File: src/design/fec_pkg.sv
// ----------------------------------------------------------------------------
// fec_pkg: shared constants and helpers for the fail-safe escalation block
// Level, status, opcode, stop and register index codes, reset values of the
// configuration registers, and the fixed severity rank of each cause code.
// ----------------------------------------------------------------------------
package fec_pkg;

    // Event opcodes
    localparam logic [1:0] OP_TICK      = 2'd0;
    localparam logic [1:0] OP_TRIGGER   = 2'd1;
    localparam logic [1:0] OP_MAN_RESET = 2'd2;
    localparam logic [1:0] OP_INIT_DONE = 2'd3;

    // Supervisor levels, ordered by escalation
    localparam logic [2:0] LV_INIT  = 3'd0;
    localparam logic [2:0] LV_SAFE  = 3'd1;
    localparam logic [2:0] LV_WARN  = 3'd2;
    localparam logic [2:0] LV_FAULT = 3'd3;
    localparam logic [2:0] LV_EMERG = 3'd4;
    localparam logic [2:0] LV_CRIT  = 3'd5;

    // Result status
    localparam logic [1:0] ST_OK        = 2'd0;
    localparam logic [1:0] ST_NOT_INIT  = 2'd1;
    localparam logic [1:0] ST_BAD_PARAM = 2'd2;
    localparam logic [1:0] ST_HEALTH    = 2'd3;

    // Stop requests
    localparam logic [1:0] STOP_NONE  = 2'd0;
    localparam logic [1:0] STOP_CTRL  = 2'd1;
    localparam logic [1:0] STOP_EMERG = 2'd2;

    // Trigger codes
    localparam logic [3:0] TC_NONE      = 4'd0;
    localparam logic [3:0] TC_ESTOP     = 4'd1;
    localparam logic [3:0] TC_TIMING    = 4'd2;
    localparam logic [3:0] TC_OVERCUR   = 4'd3;
    localparam logic [3:0] TC_WATCHDOG  = 4'd4;
    localparam logic [3:0] TC_POWER     = 4'd5;
    localparam logic [3:0] TC_POSITION  = 4'd6;
    localparam logic [3:0] TC_TEMP      = 4'd7;
    localparam logic [3:0] TC_COMMS     = 4'd8;
    localparam logic [3:0] TC_SENSOR    = 4'd9;
    localparam logic [3:0] TC_SYSTEM    = 4'd10;

    // Configuration register indexes
    localparam logic [2:0] CFG_INIT_TO   = 3'd0;
    localparam logic [2:0] CFG_WARN_TO   = 3'd1;
    localparam logic [2:0] CFG_STOP_TO   = 3'd2;
    localparam logic [2:0] CFG_MAX_RECOV = 3'd3;
    localparam logic [2:0] CFG_CRIT_SEV  = 3'd4;
    localparam logic [2:0] CFG_FAULT_SEV = 3'd5;

    // Configuration reset values
    localparam logic [31:0] RST_INIT_TO   = 32'd10000;
    localparam logic [31:0] RST_WARN_TO   = 32'd5000;
    localparam logic [31:0] RST_STOP_TO   = 32'd2000;
    localparam logic [7:0]  RST_MAX_RECOV = 8'd3;
    localparam logic [7:0]  RST_CRIT_SEV  = 8'd8;
    localparam logic [7:0]  RST_FAULT_SEV = 8'd7;

    function automatic logic [3:0] cause_rank(input logic [3:0] code);
        logic [3:0] rank;
        case (code)
            TC_ESTOP: rank = 4'd10;
            TC_TIMING, TC_WATCHDOG, TC_POWER: rank = 4'd9;
            TC_OVERCUR, TC_POSITION: rank = 4'd7;
            TC_TEMP, TC_COMMS: rank = 4'd5;
            TC_SENSOR: rank = 4'd4;
            default: rank = 4'd2;
        endcase
        return rank;
    endfunction

endpackage

File: src/design/failsafe_escalation_controller.sv
// ----------------------------------------------------------------------------
// failsafe_escalation_controller
// Six-level fail-safe supervisor: takes tick, trigger, manual reset and init
// done events and reports level, cause, latched flags and issued actions.
// ----------------------------------------------------------------------------
//  channel | direction | handshake                 | payload
//  in      | input     | i_in_valid / o_in_ready   | opcode, trigger_code, severity,
//          |           |                           | elapsed_ms, health_ok
//  out     | output    | o_out_valid / i_out_ready | status .. faults_seen
//  cfg     | input     | i_cfg_valid / o_cfg_ready | i_cfg_index, i_cfg_data
//
//  One event per cycle while the result is taken: the event waits in the input
//  register, and the state update and the result register load at the same edge.
//  An accepted event passes the input register, then the output register.
//  A stalled result holds the output register; the input register still
//  takes a beat and waits there. The configuration port never stalls.
//  Reset (synchronous, active low) returns the supervisor to init, not ready.
// ----------------------------------------------------------------------------
module failsafe_escalation_controller
    import fec_pkg::*;
(
    input  logic        i_clk,
    input  logic        i_rst_n,
    // event channel
    input  logic        i_in_valid,
    output logic        o_in_ready,
    input  logic [1:0]  i_opcode,
    input  logic [3:0]  i_trigger_code,
    input  logic [7:0]  i_severity,
    input  logic [15:0] i_elapsed_ms,
    input  logic        i_health_ok,
    // result channel
    output logic        o_out_valid,
    input  logic        i_out_ready,
    output logic [1:0]  o_status,
    output logic [2:0]  o_level,
    output logic [3:0]  o_cause_code,
    output logic [3:0]  o_cause_severity,
    output logic        o_can_recover,
    output logic        o_needs_manual_reset,
    output logic        o_hw_failsafe_on,
    output logic        o_relays_closed,
    output logic [1:0]  o_stop_request,
    output logic        o_slow_down,
    output logic        o_warn_lamp,
    output logic [31:0] o_faults_seen,
    // configuration channel
    input  logic        i_cfg_valid,
    output logic        o_cfg_ready,
    input  logic [2:0]  i_cfg_index,
    input  logic [31:0] i_cfg_data
);

    // configuration
    logic [31:0] r_init_to, r_warn_to, r_stop_to;
    logic [7:0]  r_max_recov, r_crit_sev, r_fault_sev;

    // input register
    logic        r_in_valid;
    logic [1:0]  r_op;
    logic [3:0]  r_code;
    logic [7:0]  r_sev;
    logic [15:0] r_elapsed;
    logic        r_healthy;

    // supervisor state
    logic        r_ready;
    logic [2:0]  r_level;
    logic [3:0]  r_cause;
    logic [31:0] r_time;
    logic [7:0]  r_tries;
    logic        r_manual;
    logic        r_latch;
    logic        r_relay;
    logic [31:0] r_tally;

    logic        n_ready;
    logic [2:0]  n_level;
    logic [3:0]  n_cause;
    logic [31:0] n_time;
    logic [7:0]  n_tries;
    logic        n_manual;
    logic        n_latch;
    logic        n_relay;
    logic [31:0] n_tally;

    // event results
    logic [1:0]  n_status;
    logic [1:0]  n_stop;
    logic        n_slow;
    logic        n_lamp;
    logic        n_can_recover;

    // output register
    logic        r_out_valid;

    logic        advance;

    // scratch for the event logic
    logic        ent;
    logic [2:0]  ent_lv;
    logic [3:0]  ent_cause;
    logic [2:0]  from_lv;
    logic [32:0] t_sum;
    logic [31:0] t_limit;
    logic        t_over;
    logic        recov;
    logic [2:0]  target;
    logic [7:0]  tries_inc;

    assign advance     = r_in_valid && (!r_out_valid || i_out_ready);
    assign o_in_ready  = !r_in_valid || advance;
    assign o_cfg_ready = 1'b1;
    assign o_out_valid = r_out_valid;

    always_ff @(posedge i_clk) begin
        if (!i_rst_n) begin
            r_init_to   <= RST_INIT_TO;
            r_warn_to   <= RST_WARN_TO;
            r_stop_to   <= RST_STOP_TO;
            r_max_recov <= RST_MAX_RECOV;
            r_crit_sev  <= RST_CRIT_SEV;
            r_fault_sev <= RST_FAULT_SEV;
        end else if (i_cfg_valid) begin
            case (i_cfg_index)
                CFG_INIT_TO:   r_init_to   <= i_cfg_data;
                CFG_WARN_TO:   r_warn_to   <= i_cfg_data;
                CFG_STOP_TO:   r_stop_to   <= i_cfg_data;
                CFG_MAX_RECOV: r_max_recov <= i_cfg_data[7:0];
                CFG_CRIT_SEV:  r_crit_sev  <= i_cfg_data[7:0];
                CFG_FAULT_SEV: r_fault_sev <= i_cfg_data[7:0];
                default: ;
            endcase
        end
    end

    always_ff @(posedge i_clk) begin
        if (!i_rst_n) begin
            r_in_valid <= 1'b0;
        end else if (o_in_ready) begin
            r_in_valid <= i_in_valid;
        end
    end

    always_ff @(posedge i_clk) begin
        if (o_in_ready && i_in_valid) begin
            r_op      <= i_opcode;
            r_code    <= i_trigger_code;
            r_sev     <= i_severity;
            r_elapsed <= i_elapsed_ms;
            r_healthy <= i_health_ok;
        end
    end

    always_comb begin
        n_ready   = r_ready;
        n_level   = r_level;
        n_cause   = r_cause;
        n_time    = r_time;
        n_tries   = r_tries;
        n_manual  = r_manual;
        n_latch   = r_latch;
        n_relay   = r_relay;
        n_tally   = r_tally;
        n_status  = ST_OK;
        n_stop    = STOP_NONE;
        n_slow    = 1'b0;
        n_lamp    = 1'b0;
        ent       = 1'b0;
        ent_lv    = LV_SAFE;
        ent_cause = TC_NONE;
        from_lv   = r_level;
        target    = LV_WARN;
        tries_inc = (r_tries == 8'hFF) ? r_tries : r_tries + 8'd1;

        recov = (r_tries < r_max_recov) && !r_latch && !r_manual &&
                (r_level == LV_WARN || r_level == LV_FAULT);

        t_sum  = {1'b0, r_time} + {17'd0, r_elapsed};
        case (r_level)
            LV_INIT: t_limit = r_init_to;
            LV_WARN: t_limit = r_warn_to;
            default: t_limit = r_stop_to;
        endcase
        t_over = (t_sum[32] ? 32'hFFFF_FFFF : t_sum[31:0]) > t_limit;

        case (r_op)
            OP_INIT_DONE: begin
                if (!r_ready) begin
                    // restart from a clean slate with relays closed
                    n_level  = LV_INIT;
                    n_cause  = TC_NONE;
                    n_time   = '0;
                    n_tries  = '0;
                    n_manual = 1'b0;
                    n_latch  = 1'b0;
                    n_relay  = 1'b1;
                    n_tally  = '0;
                    from_lv  = LV_INIT;
                    ent      = 1'b1;
                    if (!r_healthy) begin
                        ent_lv    = LV_CRIT;
                        ent_cause = TC_SYSTEM;
                        n_status  = ST_HEALTH;
                    end else begin
                        n_ready   = 1'b1;
                        ent_lv    = LV_SAFE;
                        ent_cause = TC_NONE;
                    end
                end
            end
            OP_TICK: begin
                if (!r_ready) begin
                    n_status = ST_NOT_INIT;
                end else begin
                    n_time = t_sum[32] ? 32'hFFFF_FFFF : t_sum[31:0];
                    case (r_level)
                        LV_WARN:  n_slow = 1'b1;
                        LV_FAULT: n_lamp = 1'b1;
                        LV_EMERG: begin
                            n_relay = 1'b0;
                            n_latch = 1'b1;
                        end
                        LV_CRIT:  n_manual = 1'b1;
                        default: ;
                    endcase
                    if (r_level == LV_INIT && t_over) begin
                        ent       = 1'b1;
                        ent_lv    = LV_FAULT;
                        ent_cause = TC_SYSTEM;
                    end else if (r_level == LV_WARN && t_over) begin
                        ent       = 1'b1;
                        ent_lv    = LV_FAULT;
                        ent_cause = r_cause;
                    end else if (r_level == LV_FAULT && t_over && !recov) begin
                        ent       = 1'b1;
                        ent_lv    = LV_EMERG;
                        ent_cause = r_cause;
                    end else if (r_level == LV_WARN && r_healthy && recov) begin
                        if (tries_inc > r_max_recov) begin
                            n_tries  = tries_inc;
                            n_manual = 1'b1;
                        end else begin
                            n_tries   = '0;
                            ent       = 1'b1;
                            ent_lv    = LV_SAFE;
                            ent_cause = TC_NONE;
                        end
                    end
                end
            end
            OP_TRIGGER: begin
                if (!r_ready) begin
                    n_status = ST_NOT_INIT;
                end else if (r_code > TC_SYSTEM) begin
                    n_status = ST_BAD_PARAM;
                end else begin
                    if (r_code == TC_ESTOP) begin
                        target = LV_EMERG;
                    end else if (r_code >= TC_TIMING && r_code <= TC_POWER) begin
                        target = (r_sev >= r_crit_sev) ? LV_CRIT : LV_FAULT;
                    end else if (r_code >= TC_POSITION && r_code <= TC_SENSOR) begin
                        target = (r_sev >= r_fault_sev) ? LV_FAULT : LV_WARN;
                    end
                    // escalate only
                    if (target > r_level) begin
                        ent       = 1'b1;
                        ent_lv    = target;
                        ent_cause = r_code;
                    end
                end
            end
            default: begin
                if (!r_ready) begin
                    n_status = ST_NOT_INIT;
                end else if (!r_healthy) begin
                    n_status = ST_HEALTH;
                end else begin
                    n_tries   = '0;
                    n_manual  = 1'b0;
                    n_latch   = 1'b0;
                    ent       = 1'b1;
                    ent_lv    = LV_SAFE;
                    ent_cause = TC_NONE;
                end
            end
        endcase

        // level entry and its actions
        if (ent) begin
            if (from_lv == LV_SAFE) begin
                n_lamp = 1'b1;
            end
            n_level = ent_lv;
            n_cause = ent_cause;
            n_time  = '0;
            case (ent_lv)
                LV_WARN:  n_lamp = 1'b1;
                LV_FAULT: n_stop = STOP_CTRL;
                LV_EMERG: n_stop = STOP_EMERG;
                LV_CRIT: begin
                    n_relay = 1'b0;
                    n_latch = 1'b1;
                end
                default: ;
            endcase
            if (ent_lv >= LV_FAULT && n_tally != 32'hFFFF_FFFF) begin
                n_tally = n_tally + 32'd1;
            end
        end

        n_can_recover = (n_tries < r_max_recov) && !n_latch && !n_manual &&
                        (n_level == LV_WARN || n_level == LV_FAULT);
    end

    always_ff @(posedge i_clk) begin
        if (!i_rst_n) begin
            r_ready  <= 1'b0;
            r_level  <= LV_INIT;
            r_cause  <= TC_NONE;
            r_time   <= '0;
            r_tries  <= '0;
            r_manual <= 1'b0;
            r_latch  <= 1'b0;
            r_relay  <= 1'b0;
            r_tally  <= '0;
        end else if (advance) begin
            r_ready  <= n_ready;
            r_level  <= n_level;
            r_cause  <= n_cause;
            r_time   <= n_time;
            r_tries  <= n_tries;
            r_manual <= n_manual;
            r_latch  <= n_latch;
            r_relay  <= n_relay;
            r_tally  <= n_tally;
        end
    end

    always_ff @(posedge i_clk) begin
        if (!i_rst_n) begin
            r_out_valid <= 1'b0;
        end else if (advance) begin
            r_out_valid <= 1'b1;
        end else if (i_out_ready) begin
            r_out_valid <= 1'b0;
        end
    end

    always_ff @(posedge i_clk) begin
        if (advance) begin
            o_status             <= n_status;
            o_level              <= n_level;
            o_cause_code         <= n_cause;
            o_cause_severity     <= cause_rank(n_cause);
            o_can_recover        <= n_can_recover;
            o_needs_manual_reset <= n_manual;
            o_hw_failsafe_on     <= n_latch;
            o_relays_closed      <= n_relay;
            o_stop_request       <= n_stop;
            o_slow_down          <= n_slow;
            o_warn_lamp          <= n_lamp;
            o_faults_seen        <= n_tally;
        end
    end

endmodule

File: config.mk
export PLATFORM = sky130hd
export DESIGN_NAME = failsafe_escalation_controller
export DESIGN_NICKNAME = d
export VERILOG_FILES = /design/src/design/fec_pkg.sv /design/src/design/failsafe_escalation_controller.sv
export SDC_FILE = /design/constraint.sdc
export NUM_CORES = 1
export LEC_CHECK = 0
export ABC_CLOCK_PERIOD_IN_PS = 16100
export BUFFER_PORTS_ARGS = -buffer_cell sky130_fd_sc_hd__buf_4
export CAP_MARGIN = 20
export CORE_MARGIN = 2
export CORE_UTILIZATION = 58
export CTS_CLUSTER_DIAMETER = 150
export DETAILED_ROUTE_END_ITERATION = 12
export PLACE_DENSITY = 0.88
export SYNTH_ARGS = -nofsm -noshare
export SYNTH_HDL_FRONTEND = slang
export SYNTH_SLANG_ARGS = --single-unit
File: constraint.sdc
create_clock -name i_clk -period 16.1 [get_ports i_clk]
set_input_delay 3.22 -clock i_clk [delete_from_list [all_inputs] [get_ports i_clk]]
set_output_delay 3.22 -clock i_clk [all_outputs]
set_load 0.02 [all_outputs]
==> flow_metrics.env <==
export IMPL_synth_edf_count=84
export IMPL_synth_fp_nets=2071
export IMPL_dieArea_um2=28800
export IMPL_final_hold_violation_count=0
export IMPL_overflow=0
export IMPL_ys_warn_count=0
export IMPL_cts_sinks=289
export IMPL_cp_required_ns=16.41
export IMPL_wl_per_cell_um=17.1
export IMPL_clockBufferDepth=3
export IMPL_netlist_top_cell_by_area="dfxtp_1"
export IMPL_placed_cells=2272
export IMPL_drive_gt1_share_pct=12.0
export IMPL_hold_depth=2
export IMPL_diodes=0
export IMPL_critPathKind="flop to flop"
export IMPL_status="complete, no violations"
export IMPL_skew_ns=0.0143
export IMPL_io_buffer_count=125
export IMPL_core_um2=27000
export IMPL_utilization_pct=66.5
export IMPL_antenna_left=0
export IMPL_worstPathMaxFanout=16
export IMPL_htreeDepth=1
export IMPL_pwr_density_cell_nw_per_um2=90.9
export IMPL_seq_area_um2=6630
export IMPL_final_cell_mix="nand2_1, dfxtp_1, a21oi_1"
export IMPL_rsz0062_at_grt="false"
export IMPL_post_cts_resized=0
export IMPL_p_leak_nw=6.83
export IMPL_reg2reg_depth=22
export IMPL_r2r_setup_slack_ns=8.79
export IMPL_synth_cell_types=97
export IMPL_hold_buffers=0
export IMPL_layout_min_cycle_time_ns=7.31
export IMPL_finalSetupTns_ns=0
export IMPL_root_buffer="clkbuf_16"
export IMPL_startpoint="r_elapsed[0]"
export IMPL_first_pass_iters=8
export IMPL_ys_seq_area_share_pct=41.6
export IMPL_initial_core_util_pct=59.1
export IMPL_die_h_um=170
export IMPL_max_slew_margin_rel_pct=26.5
export IMPL_grt_pass1_wl_um=65500
export IMPL_fill_cells=2132
export IMPL_via_per_inst=6.12
export IMPL_end_kind="flop"
export IMPL_route_detailed_drc=0
export IMPL_nets=2134
export IMPL_ioPinCount=127
export IMPL_synthArstFlopShare_pct=0
export IMPL_via_count=14200
export IMPL_mostFrequentLayoutCell="nand2_1"
export IMPL_worst_setup_path_start_kind="flop"
export IMPL_instances_no_fill=2328
export IMPL_synthesis_area_um2=15900
export IMPL_synth_area_top_cells="dfxtp_1, edfxtp_1, nand2_1"
export IMPL_grt_total_usage_pct=27.2
export IMPL_finalWirelength_um=39900
export IMPL_path_clk_slew_ns=0.06
export IMPL_synthCells=1900
export IMPL_synth_seq_cells=289
export IMPL_finalCritPeriodShare_pct=45.4
export IMPL_rr_endpoint="o_faults_seen[25]"
export IMPL_crit_arrival_ns=7.62
export IMPL_rows=60
export IMPL_clkLatencyLatePin_ns=0.56
export IMPL_cts_tree="built"
export IMPL_worstSetupEndpoint="o_faults_seen[25]"
export IMPL_maxClockFrequency_ghz=0.137
export IMPL_synth_top_area_share_pct=25.8
export IMPL_area_delta_synth_final_pct=12.6
export IMPL_cts_buffers=30
export IMPL_grt_pass1_vias=13600
export IMPL_drt_iter0_drc=1578
export IMPL_place_gp_congestion=0.928
export IMPL_synth_area_per_cell_um2=8.38
export IMPL_drv_slew=0
export IMPL_place_hpwl_um=26800
export IMPL_ys_flop_type="dfxtp_1"
export IMPL_tightestPinTransition_ns=1.10
export IMPL_setup_violations=0
export IMPL_drv_cap=0
export IMPL_postCtsSetupBuffers=0
export IMPL_antenna_found_initial=0
export IMPL_r2r_start="r_elapsed[0]"
export IMPL_die_w_um=170
export IMPL_min_delay_path_class="flop to flop"
export IMPL_multi_input_area_um2=8620
export IMPL_grt_start_max_net_pins=79
export IMPL_ir_drop_v=0.0000859
[flip-flops by register name, indices dropped and copies added, names as in the netlist, 16 cells and up]
name and count:
o_faults_seen 32, r_elapsed 16, r_init_to 32, r_stop_to 32
r_tally 32, r_time 32, r_warn_to 32
[logic make-up (layout without fill, tap and decap cells)]
kind of cell / after synthesis / in the layout / synth area share (%)
AOI/OAI and AO/OA: 467 / 467 / 18.1
xor gates and xnor gates: 47 / 47 / 2.59
adders and majority gates: 100 / 100 / 7.91
buffers and inverters: 168 / 255 / 4.32
DFF: 289 / 289 / 41.6
muxes: 42 / 42 / 2.67
other: 1 / 1 / 0.0236
and+or+nand+nor: 786 / 786 / 22.8
[report_power, final]
group          leakage [nW]  total (mW)  internal, mW  switching [mW]
registers              2.46       0.781         0.769          0.0121
clock network         0.477       0.679         0.392           0.288
logic                  3.90       0.168        0.0606           0.108
total                  6.83        1.63          1.22           0.408
[area by class of cell]
| class | count | share of cell area (%) |
|---|---|---|
| well taps | 341 | 2.38 |
| repair buffers | 139 | 5.82 |
| clock inverters | 16 | 0.649 |
| clock buffers | 40 | 4.80 |
| inverters | 60 | 1.27 |
| flip-flops and latches | 289 | 37.0 |
| multi-input cells | 1443 | 48.1 |
[Yosys cell counts (18+ instances only)]
master	number
nand2_1	424
dfxtp_1	205
a21oi_1	183
nor2_1	120
ha_1	99
o21ai_0	98
edfxtp_1	84
clkbuf_1	83
nand3_1	63
inv_1	57
mux2i_1	38
xnor2_1	37
a31oi_1	28
nand4_1	25
nor2b_1	21
a21o_1	18
[critical path: stages, from the launching register on]
cell and delay, ns:
edfxtp_1 0.34, ha_1 0.19, fa_1 0.23, a21o_1 0.13, a21oi_1 0.10, o21ai_0 0.24, a21oi_1 0.18, o31ai_1 0.79
nand2_1 0.24, nor2_1 0.85, nor2_1 0.16, nand2_1 0.12, ha_1 0.20, nand4_2 0.17, nor4_2 0.37, nand2b_1 0.15
a31oi_4 0.27, o221ai_1 0.19, nand2_1 0.47, nand2_2 0.32, nor3_2 0.87, a21oi_1 0.19, a31o_2 0.27
[metrics by stage]
step,power (mW),setup WS (ns),cell area (µm²),hold WS (ns)
finish,1.63,8.79,17900,0.449
global route,1.68,8.36,17900,0.470
CTS,1.63,8.99,17900,0.451
detailed placement,0.961,9.04,16900,0.443
floorplan,0.902,9.31,15900,0.433
global placement,0.955,9.11,16900,0.438
[metal layers]
| layer | routed length (µm) | vias to the layer above | GRT usage, % |
|---|---|---|---|
| met5 | 0 | - | 0 |
| met4 | 960 | 0 | 8.58 |
| met3 | 2830 | 81 | 3.15 |
| met2 | 19100 | 586 | 46.7 |
| met1 | 17000 | 6735 | 36.0 |
| li1 | - | 6834 | - |
[worst min-delay path by stage]
stage                   start  slack (ns)        endpoint
6_report        r_stop_to[24]        0.45   r_stop_to[24]
5_1_grt        r_fault_sev[7]        0.47  r_fault_sev[7]
4_1_cts         r_stop_to[18]        0.45   r_stop_to[18]
3_5_place_dp    r_stop_to[18]        0.44   r_stop_to[18]
3_3_place_gp     r_stop_to[2]        0.44    r_stop_to[2]
2_1_floorplan   r_stop_to[11]        0.43   r_stop_to[11]
No activity file was read; power rests on OpenSTA's default activity.
